## src/nnfd_pkg.sv

```systemverilog
// Shared constants, codes and types of the nearest-neighbor fit downscaler.
package nnfd_pkg;

   localparam int SIDE_W     = 13;            // sizes and output indices
   localparam int POS_W      = 12;            // input column and row counters
   localparam int PIX_W      = 8;             // one color channel
   localparam int MAX_SIDE   = 4096;
   localparam int ACC_W      = SIDE_W + 1;    // source index accumulators
   localparam int DEN_W      = SIDE_W + 1;    // divisor and remainder
   localparam int DIV_NUM_W  = 2 * SIDE_W;    // 2*side*md + mi fits in 26 bits
   localparam int DIV_STEPS  = DIV_NUM_W;
   localparam int CNT_W      = $clog2(DIV_STEPS);
   localparam int OP_W       = 2;
   localparam int CSR_IDX_W  = 2;

   localparam int REQ_DATA_W = 3 * PIX_W;
   localparam int RSP_FIELDS = 3 * PIX_W + 2 * SIDE_W;
   localparam int RSP_DATA_W = ((RSP_FIELDS + 7) / 8) * 8;
   localparam int RSP_PAD_W  = RSP_DATA_W - RSP_FIELDS;

   // register indexes
   localparam logic [CSR_IDX_W-1:0] REG_MAX_DIMENSION = 2'd0;
   localparam logic [CSR_IDX_W-1:0] REG_IN_WIDTH      = 2'd1;
   localparam logic [CSR_IDX_W-1:0] REG_IN_HEIGHT     = 2'd2;

   // setup divisions
   localparam logic [OP_W-1:0] OP_OUT_WIDTH    = 2'd0;
   localparam logic [OP_W-1:0] OP_OUT_HEIGHT   = 2'd1;
   localparam logic [OP_W-1:0] OP_FIRST_SOURCE = 2'd2;
   localparam logic [OP_W-1:0] OP_SOURCE_STEP  = 2'd3;

   typedef struct packed {
      logic            latch_cfg;
      logic            load_div;
      logic            div_step;
      logic            store;
      logic [OP_W-1:0] op;
      logic            start_frame;
      logic            run;
   } ctrl_cmd_type;

   typedef struct packed {
      logic cfg_write;
      logic scaling;
   } dp_status_type;

   typedef struct packed {
      logic [ACC_W-1:0] q;
      logic [DEN_W-1:0] r;
   } acc_type;

   // 0 counts as 1, above MAX_SIDE counts as MAX_SIDE
   function automatic logic [SIDE_W-1:0] eff_side(input logic [SIDE_W-1:0] v);
      logic [SIDE_W-1:0] res;
      res = v;
      if (v == '0) begin
         res = SIDE_W'(1);
      end else if (v > SIDE_W'(MAX_SIDE)) begin
         res = SIDE_W'(MAX_SIDE);
      end
      return res;
   endfunction

endpackage

```

## src/nnfd_divider.sv

```systemverilog
// Restoring divider, one quotient bit per step, shared by all setup divisions.
module nnfd_divider import nnfd_pkg::*; (
   input  logic                 clock,
   input  logic                 start,
   input  logic                 step,
   input  logic [DIV_NUM_W-1:0] numerator,
   input  logic [DEN_W-1:0]     denominator,
   output logic [DIV_NUM_W-1:0] quotient,
   output logic [DEN_W-1:0]     remainder
);

   logic [DIV_NUM_W-1:0] quo_ff, quo_in;
   logic [DEN_W-1:0]     rem_ff, rem_in;
   logic [DEN_W-1:0]     den_ff;
   logic [DEN_W:0]       trial;

   always_comb begin
      trial  = {rem_ff, quo_ff[DIV_NUM_W-1]};
      quo_in = {quo_ff[DIV_NUM_W-2:0], 1'b0};
      rem_in = trial[DEN_W-1:0];
      if (trial >= {1'b0, den_ff}) begin
         rem_in = DEN_W'(trial - {1'b0, den_ff});
         quo_in = {quo_ff[DIV_NUM_W-2:0], 1'b1};
      end
   end

   always_ff @(posedge clock) begin
      if (start) begin
         quo_ff <= numerator;
         rem_ff <= '0;
         den_ff <= denominator;
      end else if (step) begin
         quo_ff <= quo_in;
         rem_ff <= rem_in;
      end
   end

   assign quotient  = quo_ff;
   assign remainder = rem_ff;

endmodule

```

## src/nnfd_controller.sv

```systemverilog
// Sequencer: frame setup divisions, then pixel streaming.
module nnfd_controller import nnfd_pkg::*; (
   input  logic          clock,
   input  logic          reset,
   input  dp_status_type status,
   output ctrl_cmd_type  cmd
);

   localparam logic [2:0] ST_SETUP  = 3'd0;
   localparam logic [2:0] ST_PREP   = 3'd1;
   localparam logic [2:0] ST_DIV    = 3'd2;
   localparam logic [2:0] ST_STORE  = 3'd3;
   localparam logic [2:0] ST_FINISH = 3'd4;
   localparam logic [2:0] ST_RUN    = 3'd5;

   logic [2:0]       state_ff, state_in;
   logic [OP_W-1:0]  op_ff, op_in;
   logic [CNT_W-1:0] cnt_ff, cnt_in;

   always_comb begin
      cmd      = '0;
      cmd.op   = op_ff;
      state_in = state_ff;
      op_in    = op_ff;
      cnt_in   = cnt_ff;
      case (state_ff)
         ST_SETUP: begin
            cmd.latch_cfg = 1'b1;
            op_in         = OP_OUT_WIDTH;
            state_in      = ST_PREP;
         end
         ST_PREP: begin
            if (!status.scaling) begin
               state_in = ST_FINISH;
            end else begin
               cmd.load_div = 1'b1;
               cnt_in       = '0;
               state_in     = ST_DIV;
            end
         end
         ST_DIV: begin
            cmd.div_step = 1'b1;
            cnt_in       = cnt_ff + CNT_W'(1);
            if (cnt_ff == CNT_W'(DIV_STEPS - 1)) begin
               state_in = ST_STORE;
            end
         end
         ST_STORE: begin
            cmd.store = 1'b1;
            if (op_ff == OP_SOURCE_STEP) begin
               state_in = ST_FINISH;
            end else begin
               op_in    = op_ff + OP_W'(1);
               state_in = ST_PREP;
            end
         end
         ST_FINISH: begin
            cmd.start_frame = 1'b1;
            state_in        = ST_RUN;
         end
         ST_RUN: begin
            cmd.run = 1'b1;
         end
         default: begin
            state_in = ST_SETUP;
         end
      endcase
      // a register write aborts the frame and redoes the setup
      if (status.cfg_write) begin
         state_in = ST_SETUP;
      end
   end

   always_ff @(posedge clock) begin
      if (reset) begin
         state_ff <= ST_SETUP;
         op_ff    <= OP_OUT_WIDTH;
         cnt_ff   <= '0;
      end else begin
         state_ff <= state_in;
         op_ff    <= op_in;
         cnt_ff   <= cnt_in;
      end
   end

endmodule

```

## src/nnfd_datapath.sv

```systemverilog
// Registers, setup arithmetic, source index tracking and output stage.
module nnfd_datapath import nnfd_pkg::*; (
   input  logic                  clock,
   input  logic                  reset,
   input  logic                  csr_we,
   input  logic [CSR_IDX_W-1:0]  csr_index,
   input  logic [SIDE_W-1:0]     csr_wdata,
   input  logic                  req_tvalid,
   output logic                  req_tready,
   input  logic [REQ_DATA_W-1:0] req_tdata,
   output logic                  rsp_tvalid,
   input  logic                  rsp_tready,
   output logic [RSP_DATA_W-1:0] rsp_tdata,
   output logic                  rsp_tlast,
   input  ctrl_cmd_type          cmd,
   output dp_status_type         status
);

   // configuration registers
   logic [SIDE_W-1:0] md_cfg_ff, w_cfg_ff, h_cfg_ff;
   // latched frame geometry
   logic [SIDE_W-1:0] eff_w_ff, eff_h_ff, mi_ff, md_ff;
   logic              scaling_ff;
   logic [SIDE_W-1:0] fw_ff, fh_ff;
   logic [SIDE_W-1:0] q0_ff, qs_ff;
   logic [DEN_W-1:0]  r0_ff, rs_ff, den_ff;
   // frame position
   logic [POS_W-1:0]  col_ff, col_in, row_ff, row_in;
   logic [SIDE_W-1:0] oc_ff, oc_in, orow_ff, orow_in;
   logic [SIDE_W-1:0] nsc_ff, nsc_in, nsr_ff, nsr_in;
   acc_type           cacc_ff, cacc_in, racc_ff, racc_in;
   // output stage
   logic              rsp_valid_ff, rsp_last_ff;
   logic [PIX_W-1:0]  rsp_red_ff, rsp_green_ff, rsp_blue_ff;
   logic [SIDE_W-1:0] rsp_w_ff, rsp_h_ff;

   logic [SIDE_W-1:0]    ew, eh, emi;
   logic                 escaling;
   logic [SIDE_W-1:0]    w_m1, h_m1;
   logic                 accept, hit, emit_last;
   acc_type              cadv, radv, acc0;
   logic [DIV_NUM_W-1:0] div_num, div_quo;
   logic [DEN_W-1:0]     div_den, div_rem;
   logic [DIV_NUM_W-1:0] num_wide;
   logic [SIDE_W-1:0]    quo_side;

   function automatic acc_type advance(input acc_type a,
                                       input logic [SIDE_W-1:0] qs,
                                       input logic [DEN_W-1:0] rs,
                                       input logic [DEN_W-1:0] den);
      logic [DEN_W:0] rsum;
      acc_type        res;
      rsum  = {1'b0, a.r} + {1'b0, rs};
      res.q = a.q + {1'b0, qs};
      res.r = rsum[DEN_W-1:0];
      if (rsum >= {1'b0, den}) begin
         res.q = res.q + ACC_W'(1);
         res.r = DEN_W'(rsum - {1'b0, den});
      end
      return res;
   endfunction

   function automatic logic [SIDE_W-1:0] clamp(input logic [ACC_W-1:0] q,
                                                input logic [SIDE_W-1:0] lim);
      logic [SIDE_W-1:0] res;
      res = q[SIDE_W-1:0];
      if (q > {1'b0, lim}) begin
         res = lim;
      end
      return res;
   endfunction

   // ---- configuration ----
   always_comb begin
      status.cfg_write = 1'b0;
      case (csr_index)
         REG_MAX_DIMENSION, REG_IN_WIDTH, REG_IN_HEIGHT: status.cfg_write = csr_we;
         default: status.cfg_write = 1'b0;
      endcase
      status.scaling = scaling_ff;
   end

   always_ff @(posedge clock) begin
      if (reset) begin
         md_cfg_ff <= '0;
         w_cfg_ff  <= SIDE_W'(1);
         h_cfg_ff  <= SIDE_W'(1);
      end else if (csr_we) begin
         case (csr_index)
            REG_MAX_DIMENSION: md_cfg_ff <= csr_wdata;
            REG_IN_WIDTH:      w_cfg_ff  <= csr_wdata;
            REG_IN_HEIGHT:     h_cfg_ff  <= csr_wdata;
            default: ;
         endcase
      end
   end

   // ---- setup ----
   assign ew       = eff_side(w_cfg_ff);
   assign eh       = eff_side(h_cfg_ff);
   assign emi      = (ew > eh) ? ew : eh;
   assign escaling = (md_cfg_ff != '0) && (emi > md_cfg_ff);

   always_comb begin
      num_wide = DIV_NUM_W'((cmd.op == OP_OUT_WIDTH) ? eff_w_ff : eff_h_ff) *
                 DIV_NUM_W'(md_ff);
      div_num  = '0;
      div_den  = {md_ff, 1'b0};
      case (cmd.op)
         OP_OUT_WIDTH, OP_OUT_HEIGHT: begin
            // 2*side*md + mi over 2*mi, rounds to nearest
            div_num = DIV_NUM_W'({num_wide, 1'b0} + (DIV_NUM_W + 1)'(mi_ff));
            div_den = {mi_ff, 1'b0};
         end
         OP_FIRST_SOURCE: div_num = DIV_NUM_W'(mi_ff);
         OP_SOURCE_STEP:  div_num = DIV_NUM_W'({mi_ff, 1'b0});
         default:         div_num = '0;
      endcase
   end

   nnfd_divider u_divider (
      .clock       (clock),
      .start       (cmd.load_div),
      .step        (cmd.div_step),
      .numerator   (div_num),
      .denominator (div_den),
      .quotient    (div_quo),
      .remainder   (div_rem)
   );

   assign quo_side = (div_quo == '0) ? SIDE_W'(1) : div_quo[SIDE_W-1:0];

   always_ff @(posedge clock) begin
      if (cmd.latch_cfg) begin
         eff_w_ff   <= ew;
         eff_h_ff   <= eh;
         mi_ff      <= emi;
         md_ff      <= md_cfg_ff;
         scaling_ff <= escaling;
         // pass-through values, replaced by the divisions when scaling
         fw_ff      <= ew;
         fh_ff      <= eh;
         q0_ff      <= '0;
         r0_ff      <= '0;
         qs_ff      <= SIDE_W'(1);
         rs_ff      <= '0;
         den_ff     <= escaling ? {md_cfg_ff, 1'b0} : DEN_W'(1);
      end else if (cmd.store) begin
         case (cmd.op)
            OP_OUT_WIDTH:  fw_ff <= quo_side;
            OP_OUT_HEIGHT: fh_ff <= quo_side;
            OP_FIRST_SOURCE: begin
               q0_ff <= div_quo[SIDE_W-1:0];
               r0_ff <= div_rem;
            end
            OP_SOURCE_STEP: begin
               qs_ff <= div_quo[SIDE_W-1:0];
               rs_ff <= div_rem;
            end
            default: ;
         endcase
      end
   end

   // ---- pixel stream ----
   assign w_m1       = eff_w_ff - SIDE_W'(1);
   assign h_m1       = eff_h_ff - SIDE_W'(1);
   assign req_tready = cmd.run && (!rsp_valid_ff || rsp_tready);
   assign accept     = req_tvalid && req_tready;
   assign acc0.q     = {1'b0, q0_ff};
   assign acc0.r     = r0_ff;
   assign cadv       = advance(cacc_ff, qs_ff, rs_ff, den_ff);
   assign radv       = advance(racc_ff, qs_ff, rs_ff, den_ff);
   assign hit        = ({1'b0, col_ff} == nsc_ff) && ({1'b0, row_ff} == nsr_ff) &&
                       (oc_ff < fw_ff) && (orow_ff < fh_ff);
   assign emit_last  = (oc_ff == fw_ff - SIDE_W'(1)) && (orow_ff == fh_ff - SIDE_W'(1));

   always_comb begin
      col_in  = col_ff;
      row_in  = row_ff;
      oc_in   = oc_ff;
      orow_in = orow_ff;
      nsc_in  = nsc_ff;
      nsr_in  = nsr_ff;
      cacc_in = cacc_ff;
      racc_in = racc_ff;
      if (accept) begin
         if (hit) begin
            oc_in = oc_ff + SIDE_W'(1);
            if (oc_ff + SIDE_W'(1) < fw_ff) begin
               cacc_in = cadv;
               nsc_in  = clamp(cadv.q, w_m1);
            end
         end
         if ({1'b0, col_ff} >= w_m1) begin
            // end of line: move to the next output row if this one was used
            if (({1'b0, row_ff} == nsr_ff) && (orow_ff < fh_ff)) begin
               orow_in = orow_ff + SIDE_W'(1);
               oc_in   = '0;
               cacc_in = acc0;
               nsc_in  = clamp(acc0.q, w_m1);
               if (orow_ff + SIDE_W'(1) < fh_ff) begin
                  racc_in = radv;
                  nsr_in  = clamp(radv.q, h_m1);
               end
            end
            col_in = '0;
            if ({1'b0, row_ff} >= h_m1) begin
               row_in  = '0;
               oc_in   = '0;
               orow_in = '0;
               cacc_in = acc0;
               racc_in = acc0;
               nsc_in  = clamp(acc0.q, w_m1);
               nsr_in  = clamp(acc0.q, h_m1);
            end else begin
               row_in = row_ff + POS_W'(1);
            end
         end else begin
            col_in = col_ff + POS_W'(1);
         end
      end
      if (cmd.start_frame) begin
         col_in  = '0;
         row_in  = '0;
         oc_in   = '0;
         orow_in = '0;
         cacc_in = acc0;
         racc_in = acc0;
         nsc_in  = clamp(acc0.q, w_m1);
         nsr_in  = clamp(acc0.q, h_m1);
      end
   end

   always_ff @(posedge clock) begin
      if (reset) begin
         col_ff  <= '0;
         row_ff  <= '0;
         oc_ff   <= '0;
         orow_ff <= '0;
         nsc_ff  <= '0;
         nsr_ff  <= '0;
         cacc_ff <= '0;
         racc_ff <= '0;
      end else begin
         col_ff  <= col_in;
         row_ff  <= row_in;
         oc_ff   <= oc_in;
         orow_ff <= orow_in;
         nsc_ff  <= nsc_in;
         nsr_ff  <= nsr_in;
         cacc_ff <= cacc_in;
         racc_ff <= racc_in;
      end
   end

   // ---- output register ----
   always_ff @(posedge clock) begin
      if (reset) begin
         rsp_valid_ff <= 1'b0;
      end else if (accept && hit) begin
         rsp_valid_ff <= 1'b1;
      end else if (rsp_tready) begin
         rsp_valid_ff <= 1'b0;
      end
   end

   always_ff @(posedge clock) begin
      if (accept && hit) begin
         rsp_red_ff   <= req_tdata[PIX_W-1:0];
         rsp_green_ff <= req_tdata[2*PIX_W-1:PIX_W];
         rsp_blue_ff  <= req_tdata[3*PIX_W-1:2*PIX_W];
         rsp_last_ff  <= emit_last;
         rsp_w_ff     <= fw_ff;
         rsp_h_ff     <= fh_ff;
      end
   end

   assign rsp_tvalid = rsp_valid_ff;
   assign rsp_tlast  = rsp_last_ff;
   assign rsp_tdata  = {{RSP_PAD_W{1'b0}}, rsp_h_ff, rsp_w_ff,
                        rsp_blue_ff, rsp_green_ff, rsp_red_ff};

endmodule

```

## src/nearest_neighbor_fit_downscaler_unit.sv

```systemverilog
// Top level of the nearest-neighbor fit downscaler: controller plus datapath.
// A selected pixel is registered and appears on rsp in the cycle after its req transaction.
// Throughput: one pixel per cycle while streaming; rsp backpressure stalls req.
// Setup: after reset or any write to a real register, req_tready stays low until
// the setup is done (scaling: four 26-step divisions on one divider).
// Reset is synchronous, active high; registers return to md=0, width=height=1.
module nearest_neighbor_fit_downscaler_unit import nnfd_pkg::*; (
   input  logic                  clock,
   input  logic                  reset,
   // register write port
   input  logic                  csr_we,
   input  logic [CSR_IDX_W-1:0]  csr_index,
   input  logic [SIDE_W-1:0]     csr_wdata,
   // input pixels
   input  logic                  req_tvalid,
   output logic                  req_tready,
   input  logic [REQ_DATA_W-1:0] req_tdata,   // red, green, blue
   // output pixels
   output logic                  rsp_tvalid,
   input  logic                  rsp_tready,
   output logic [RSP_DATA_W-1:0] rsp_tdata,   // out_red, out_green, out_blue,
                                              // out_width, out_height, zero pad
   output logic                  rsp_tlast    // frame_end
);

   ctrl_cmd_type  cmd;
   dp_status_type status;

   // Sequencer: setup (with divisions when scaling) on each register write, then streams.
   nnfd_controller u_controller (
      .clock  (clock),
      .reset  (reset),
      .status (status),
      .cmd    (cmd)
   );

   // Output sizes are rounded to nearest; source indices advance by an
   // exact quotient/remainder step, so no per-pixel divide is needed.
   nnfd_datapath u_datapath (
      .clock      (clock),
      .reset      (reset),
      .csr_we     (csr_we),
      .csr_index  (csr_index),
      .csr_wdata  (csr_wdata),
      .req_tvalid (req_tvalid),
      .req_tready (req_tready),
      .req_tdata  (req_tdata),
      .rsp_tvalid (rsp_tvalid),
      .rsp_tready (rsp_tready),
      .rsp_tdata  (rsp_tdata),
      .rsp_tlast  (rsp_tlast),
      .cmd        (cmd),
      .status     (status)
   );

endmodule

```

## config.mk

```make
export PLATFORM = sky130hd
export DESIGN_NAME = nearest_neighbor_fit_downscaler_unit
export DESIGN_NICKNAME = d
export VERILOG_FILES = /design/src/nnfd_pkg.sv /design/src/nnfd_divider.sv /design/src/nnfd_controller.sv /design/src/nnfd_datapath.sv /design/src/nearest_neighbor_fit_downscaler_unit.sv
export SDC_FILE = /design/constraint.sdc
export NUM_CORES = 2
export LEC_CHECK = 0
export ABC_CLOCK_PERIOD_IN_PS = 9800
export BUFFER_PORTS_ARGS = -buffer_cell sky130_fd_sc_hd__buf_2
export CAP_MARGIN = 10
export CORE_ASPECT_RATIO = 0.5
export CORE_UTILIZATION = 65
export CTS_BUF_LIST = sky130_fd_sc_hd__clkbuf_8
export DETAILED_ROUTE_END_ITERATION = 8
export PLACE_DENSITY = 0.88
export RECOVER_POWER = 25
export SYNTH_ARGS = -nofsm -noshare
export SYNTH_HDL_FRONTEND = slang
export SYNTH_HIERARCHICAL = 1
export SYNTH_SLANG_ARGS = --single-unit
```

## constraint.sdc

```tcl
create_clock -name clock -period 9.8 [get_ports clock]
set_input_delay 2.45 -clock clock [delete_from_list [all_inputs] [get_ports clock]]
set_output_delay 2.45 -clock clock [all_outputs]
set_load 0.02 [all_outputs]
```

---- Yosys cells after proc, flatten, opt, wreduce, memory -nomap -nowiden ----
Index checks and enable logic that the tools add are counted.
word-level totals
  flip-flop bits (word level) ............. 434
  output and inout bits ................... 59
  word-level logic and storage cells ...... 225
cells by class
  add/sub/neg operators ................... 20
  multipliers ............................. 1
  order comparisons ....................... 17
  eq/ne operators ......................... 18
  multiplexer cells ....................... 78
  bitwise gates (word level) .............. 1
  reductions and logical operators ........ 49
operator list
  cell                   number
  $mux 13                36
  $mux 28                10
  $mux 27                5
  $pmux 26 s3            1
  $gt 13x13->1           4
  $lt 13x13->1           4
  $mux 26                2
  $sub 13x1->13 const B  4
  $ge 15x14->1           3
  $sub 14x14->14         3
  $add 14x14->15         2
  $add 14x1->14 const B  2
  $add 14x13->14         2
  $gt 14x13->1           2
  $mux 14                2
  $add 13x1->13 const B  2
  $add 26x13->26         1
  $eq 12x13->1           2
  $eq 13x13->1           2
  $ge 12x13->1           2
  $gt 13x13->1 const B   2
  $logic_not 13->1       2
  $logic_not 26->1       1
  $mul 26x13->25         1
  33 further kinds       87

---- Depth between registers and ports, before layout ----
  depth in word-level cells ............... 12
  depth in mapped cells ................... 33

---- By module ----
The synthesis kept the hierarchy.
by module, submodules not included
  module           times used  cells an instance  area an instance (µm²)  sequential area each (µm²)
  nnfd_datapath    1           3603               31321.3                 8848.5
  nnfd_divider     1           257                2877.8                  1481.4
  nnfd_controller  1           72                 588.1                   200.2

---- Worst setup path before layout ----
OpenSTA, ideal clock, no wires.
  kind .................................... flip-flop to flip-flop
  from .................................... reg u_controller.op_ff[0]
  to ...................................... reg u_datapath.u_divider.quo_ff[25] (netlist: u_datapath/u_divider/quotient[25]), data pin
  setup time .............................. 0.260 ns
  arrival ................................. 7.214 ns
  slack ................................... 2.327 ns
  stages on the path, launching flop included .. 28
  buffers on the path ..................... 2
  cells stage by stage .................... dfxtp_1 -> nor2_1 -> clkbuf_1 -> mux2_2 -> clkbuf_1 -> and2_1 -> fa_1 -> inv_1 -> fa_1 -> inv_1 -> fa_1 -> inv_1 -> fa_1 -> fa_1 -> inv_1 -> ha_1 -> o21a_1 -> o21ai_1 -> a21oi_1 -> a21boi_2 -> and3_1 -> o21ai_1 -> a211oi_2 -> nand4_1 -> nor4_1 -> nand4_1 -> nor3b_1 -> mux2_2
between the ends
  cells in the longest elaborated chain, start to end .. 6
  elaborated cells on any way between the ends .. 10
  classes of those cells .................. add/sub: 1; mul: 1; eq/ne: 3; mux: 3; reduce/logical: 2
ends and longest elaborated chain
  what                              line                                        RTL
  from (decl)                       nnfd_controller.sv:17                       logic [OP_W-1:0] op_ff, op_in;
  from (signal assigned)            nnfd_controller.sv:81                       op_ff <= op_in;
  $logic_not 2->1                   nnfd_datapath.sv:105, nnfd_datapath.sv:109
  $mux 13                           nnfd_datapath.sv:105                        num_wide = DIV_NUM_W'((cmd.op == OP_OUT_WIDTH) ? eff_w_ff : eff_h_ff) *
  $mul 26x13->25                    nnfd_datapath.sv:105
  $add 26x13->26                    nnfd_datapath.sv:112                        div_num = DIV_NUM_W'({num_wide, 1'b0} + (DIV_NUM_W + 1)'(mi_ff));
  $pmux 26 s3 *                     nnfd_datapath.sv:109                        case (cmd.op)
  named net u_datapath.div_num[25]  nnfd_datapath.sv:42                         logic [DIV_NUM_W-1:0] div_num, div_quo;
  $mux 26 *                         nnfd_divider.sv:28                          if (start) begin
  to (signal assigned)              nnfd_divider.sv:29                          quo_ff <= numerator;
  to (signal assigned)              nnfd_divider.sv:33                          quo_ff <= quo_in;
  to (decl)                         nnfd_divider.sv:12                          logic [DIV_NUM_W-1:0] quo_ff, quo_in;
Mark *: on every way through the listed nets, which the timed path passes. The rest lies on a longest branch.
A chain may end at the register's enable or synchronous reset.

---- Worst setup path in the final report ----
Ends and elaborated chain as after synthesis.

==> impl_metrics.csv <==
group,metric,value,unit
power,p_clk_share,22.7,%
critical_path,cp_common_cell,"fa_1",
floorplanning,die_w,329,um
routing,wirelength,102,mm
yosys,synth_top_area_cell,"edfxtp_1",
timing,skew,0.0371,ns
clocking,cts-buffers-inserted,68,
min_path,min_path_type,"flop to flop",
global_route,antenna_found_initial,5,
placement,dpl.hpwl,75.6,mm
timing,hold_ws,0.466,ns
final_layout,area_delta_synth_final,6.54,%
status,status,"finished with violations",
status,failed_checks,"design-rule violations, max-capacitance violations, max-slew violations",
floorplanning,rows,59,
critical_path,reg2reg_to,"u_datapath/u_divider/quotient[25]",
floorplanning,die_h,166,um
timing,finalSetupViolCount,0,
yosys,synthTopCellsByArea,"edfxtp_1, dfxtp_1, ha_1",
yosys,yosysSeqAreaShare,30.3,%
power,switchingPower,3.09,mW
clocking,clk_latency,0.67,ns
timing,drv_slew,189,
power,power_leakage,16.3,nW
clocking,htreeDepth,3,
power,power_density,198,mW/mm^2
final_layout,multi_input_area,0.0223,mm^2
critical_path,crit_start,"u_controller/op_ff[0]",
min_path,hold_end,"u_datapath/racc_ff[8]",
yosys,ys.flop_type,"dfxtp_1",
routing,route.detailed.drc,14,
routing,via_per_inst,6.47,
clocking,clk_path_buf_depth,3,
routing,routedWlPerCell,21.5,um
critical_path,cp-start-kind,"flop",
power,pwr-share-comb,45.4,%
floorplanning,initial_utilization,66.4,%
yosys,synth.top_cell.area_share,15.9,%
clocking,cts_hold_buffers,0,
routing,via_count,30500,
routing,postRouteAntennaNets,0,
yosys,synth_area,0.0348,mm^2
power,vdd_drop_max,200,uV
routing,dr.pass1.iters,9,
placement,io_buffers,96,
critical_path,r2r_cells,26,
timing,post-route-period-util,88.3,%
final_layout,fillerInstances,3933,
routing,drt_iter0_drc,3599,
timing,fin_setup_tns,0,ns
yosys,syn_inst,3932,
yosys,yosys_warnings,6,
floorplanning,design.die.area,0.0545,mm^2
min_path,hp-start,"u_datapath/racc_ff[8]",
global_route,grt.total_usage,37.3,%
timing,tightest_slew,3.88,ns
timing,fin_crit,8.65,ns
global_route,grt_pass1_wl,158,mm
final_layout,nets,4470,
critical_path,cp.required,10.19,ns
clocking,cts_sinks,434,
critical_path,r2r_setup_slack,1.15,ns
yosys,yosysUniqueCellTypes,102,
critical_path,criticalPathCategory,"flop to flop",
floorplanning,io_pins,103,
power,p_sw_share,42.0,%
global_route,grt_max_degree,86,
final_layout,drive_gt1_share,8.03,%
critical_path,cp_max_fo,25,
final_layout,regArea,0.0105,mm^2
floorplanning,core_area,0.0524,mm^2
critical_path,r2r_start,"u_controller/op_ff[0]",
yosys,avgSynthCellArea,8.85,um^2
placement,globalplace.congestion,1.01,
timing,fmax,116,MHz
power,seqPwrFrac,31.9,%
global_route,grt_pass1_vias,29500,
timing,relSlewSlack,-158,%
global_route,gr-total-overflow,0,
timing,finalHoldViolCount,0,
clocking,post_cts_buffers,0,
critical_path,worstPathArrival,9.04,ns
power,internal_power,4.26,mW
yosys,ys_async_sr_fraction,0,%
clocking,clkTransAtPathRegs,0.07,ns
critical_path,crit_path_end_kind,"flop",
clocking,cts_resized,0,
yosys,synth_edf_count,184,
timing,rsz0062_at_grt,"false",
clocking,cts_tree,"done",
flow_run,cap_violations,3,
yosys,ys_seq_elements,434,
critical_path,slowest_delay,1.02,ns
min_path,min_path_cells,2,
critical_path,cp_slowest_cell,"nor2_1",
clocking,cts_root_buffer,"clkbuf_8",
==> layout by cell type, fill, tap and decap left out, types with 95 or more instances in the layout <==
cell type,n
o21ai_0,149
and2_1,111
a21oi_1,275
xnor2_1,148
inv_1,343
nand2_1,457
ha_1,343
buf_2,95
fa_1,128
edfxtp_1,184
nor2_1,245
dfxtp_1,250
==> sequential cells by signal, summed over array words and instances, names as in the netlist, 14 cells and up <==
name,count
u_datapath/u_divider/quotient,26
u_datapath/den_ff,14
u_datapath/racc_ff,28
u_datapath/u_divider/remainder,14
u_datapath/cacc_ff,28
u_datapath/r0_ff,14
u_datapath/rs_ff,14
u_datapath/u_divider/den_ff,14
==> per-stage QoR <==
step / setup WS (ns) / instances / cell area (um^2) / utilization [%] / power, mW
after CTS: 1.34 / 4710 / 37100 / 70.7 / 7.28
after global routing: 0.749 / 4711 / 37100 / 70.7 / 7.81
final: 1.15 / 4712 / 37100 / 70.7 / 7.34
after floorplan: 2.33 / 3938 / 34800 / - / 4.78
after detailed placement: 1.33 / 4585 / 35600 / 68.0 / 5.61
after global placement: 1.64 / 4585 / 35600 / 68.0 / 5.46
==> synth_stat cells (9+ instances only) <==
master / instances
a21o_1: 89
o21ai_0: 151
xor2_1: 94
nor4_1: 29
fa_1: 128
o21ai_1: 18
a311oi_1: 22
edfxtp_1: 184
clkbuf_1: 133
or2_2: 9
nand3_1: 93
nor2_1: 246
nand2b_1: 36
a211oi_1: 55
nand2_1: 457
mux2i_1: 44
buf_2: 20
xnor2_1: 148
and3_1: 38
o21bai_1: 24
a221oi_1: 17
o21a_1: 48
mux2_2: 67
a31oi_1: 20
inv_1: 320
o211ai_1: 31
nand4_1: 49
dfxtp_1: 250
nor3b_1: 12
a21oi_1: 275
and2_1: 111
ha_1: 343
nand3b_1: 26
or4_1: 13
nor2b_1: 57
a22oi_1: 13
or3_1: 25
o31ai_1: 16
buf_4: 9
nor3_1: 59
==> power by group through the flow <==
| stage | sequential, mW | clock [mW] | combinational [mW] |
|---|---|---|---|
| 3_3_place_gp | 2.35 | 0 | 3.11 |
| 3_5_place_dp | 2.35 | 0 | 3.25 |
| 6_report | 2.34 | 1.67 | 3.33 |
| 2_1_floorplan | 2.21 | 0 | 2.57 |
| 4_1_cts | 2.32 | 1.68 | 3.28 |
| 5_1_grt | 2.35 | 1.76 | 3.71 |
==> layout make-up <==
| cell class | count | area share [%] |
|---|---|---|
| multi-input cells | 3006 | 60.2 |
| flip-flops and latches | 434 | 28.4 |
| inverters | 322 | 3.26 |
| clock buffers | 73 | 2.71 |
| well taps | 701 | 2.37 |
| repair buffers | 123 | 1.84 |
| clock inverters | 52 | 1.16 |
| diodes | 1 | 0.00675 |
==> worst max path at each step <==
stage                                   endpoint  cells after the start
6_report       u_datapath/u_divider/quotient[25]                     26
5_1_grt        u_datapath/u_divider/quotient[23]                     26
4_1_cts        u_datapath/u_divider/quotient[25]                     26
3_5_place_dp   u_datapath/u_divider/quotient[25]                     26
3_3_place_gp   u_datapath/u_divider/quotient[25]                     24
2_1_floorplan  u_datapath/u_divider/quotient[25]                     27
==> logic make-up after synthesis <==
group                    share of synthesized area (%)
buffers and inverters                             5.68
AND/OR/NAND/NOR                                   18.0
flip-flops                                        30.3
other                                           0.0108
XOR/XNOR                                          6.24
multiplexers                                      3.48
AO/OA/AOI/OAI                                     16.6
adder cells (fa/ha/maj)                           19.7
==> worst max-delay path: cells and delay by family (launching register included) <==
kind	cells	cell delay, ns
DFF	1	0.30
adders and majority gates	6	2.93
muxes	2	0.90
AOI/OAI and AO/OA	6	1.34
buffers and inverters	5	0.42
and+or+nand+nor	7	2.48
==> metal layers <==
metal	global-route usage (%)	vias to the layer above	part of all wire, %
li1	-	13900	-
met1	48.2	14500	39
met2	58.1	1787	44
met3	10.7	339	13
met4	16.8	2	4.2
met5	0	-	0.0099
No activity file was read; power rests on OpenSTA's default activity.
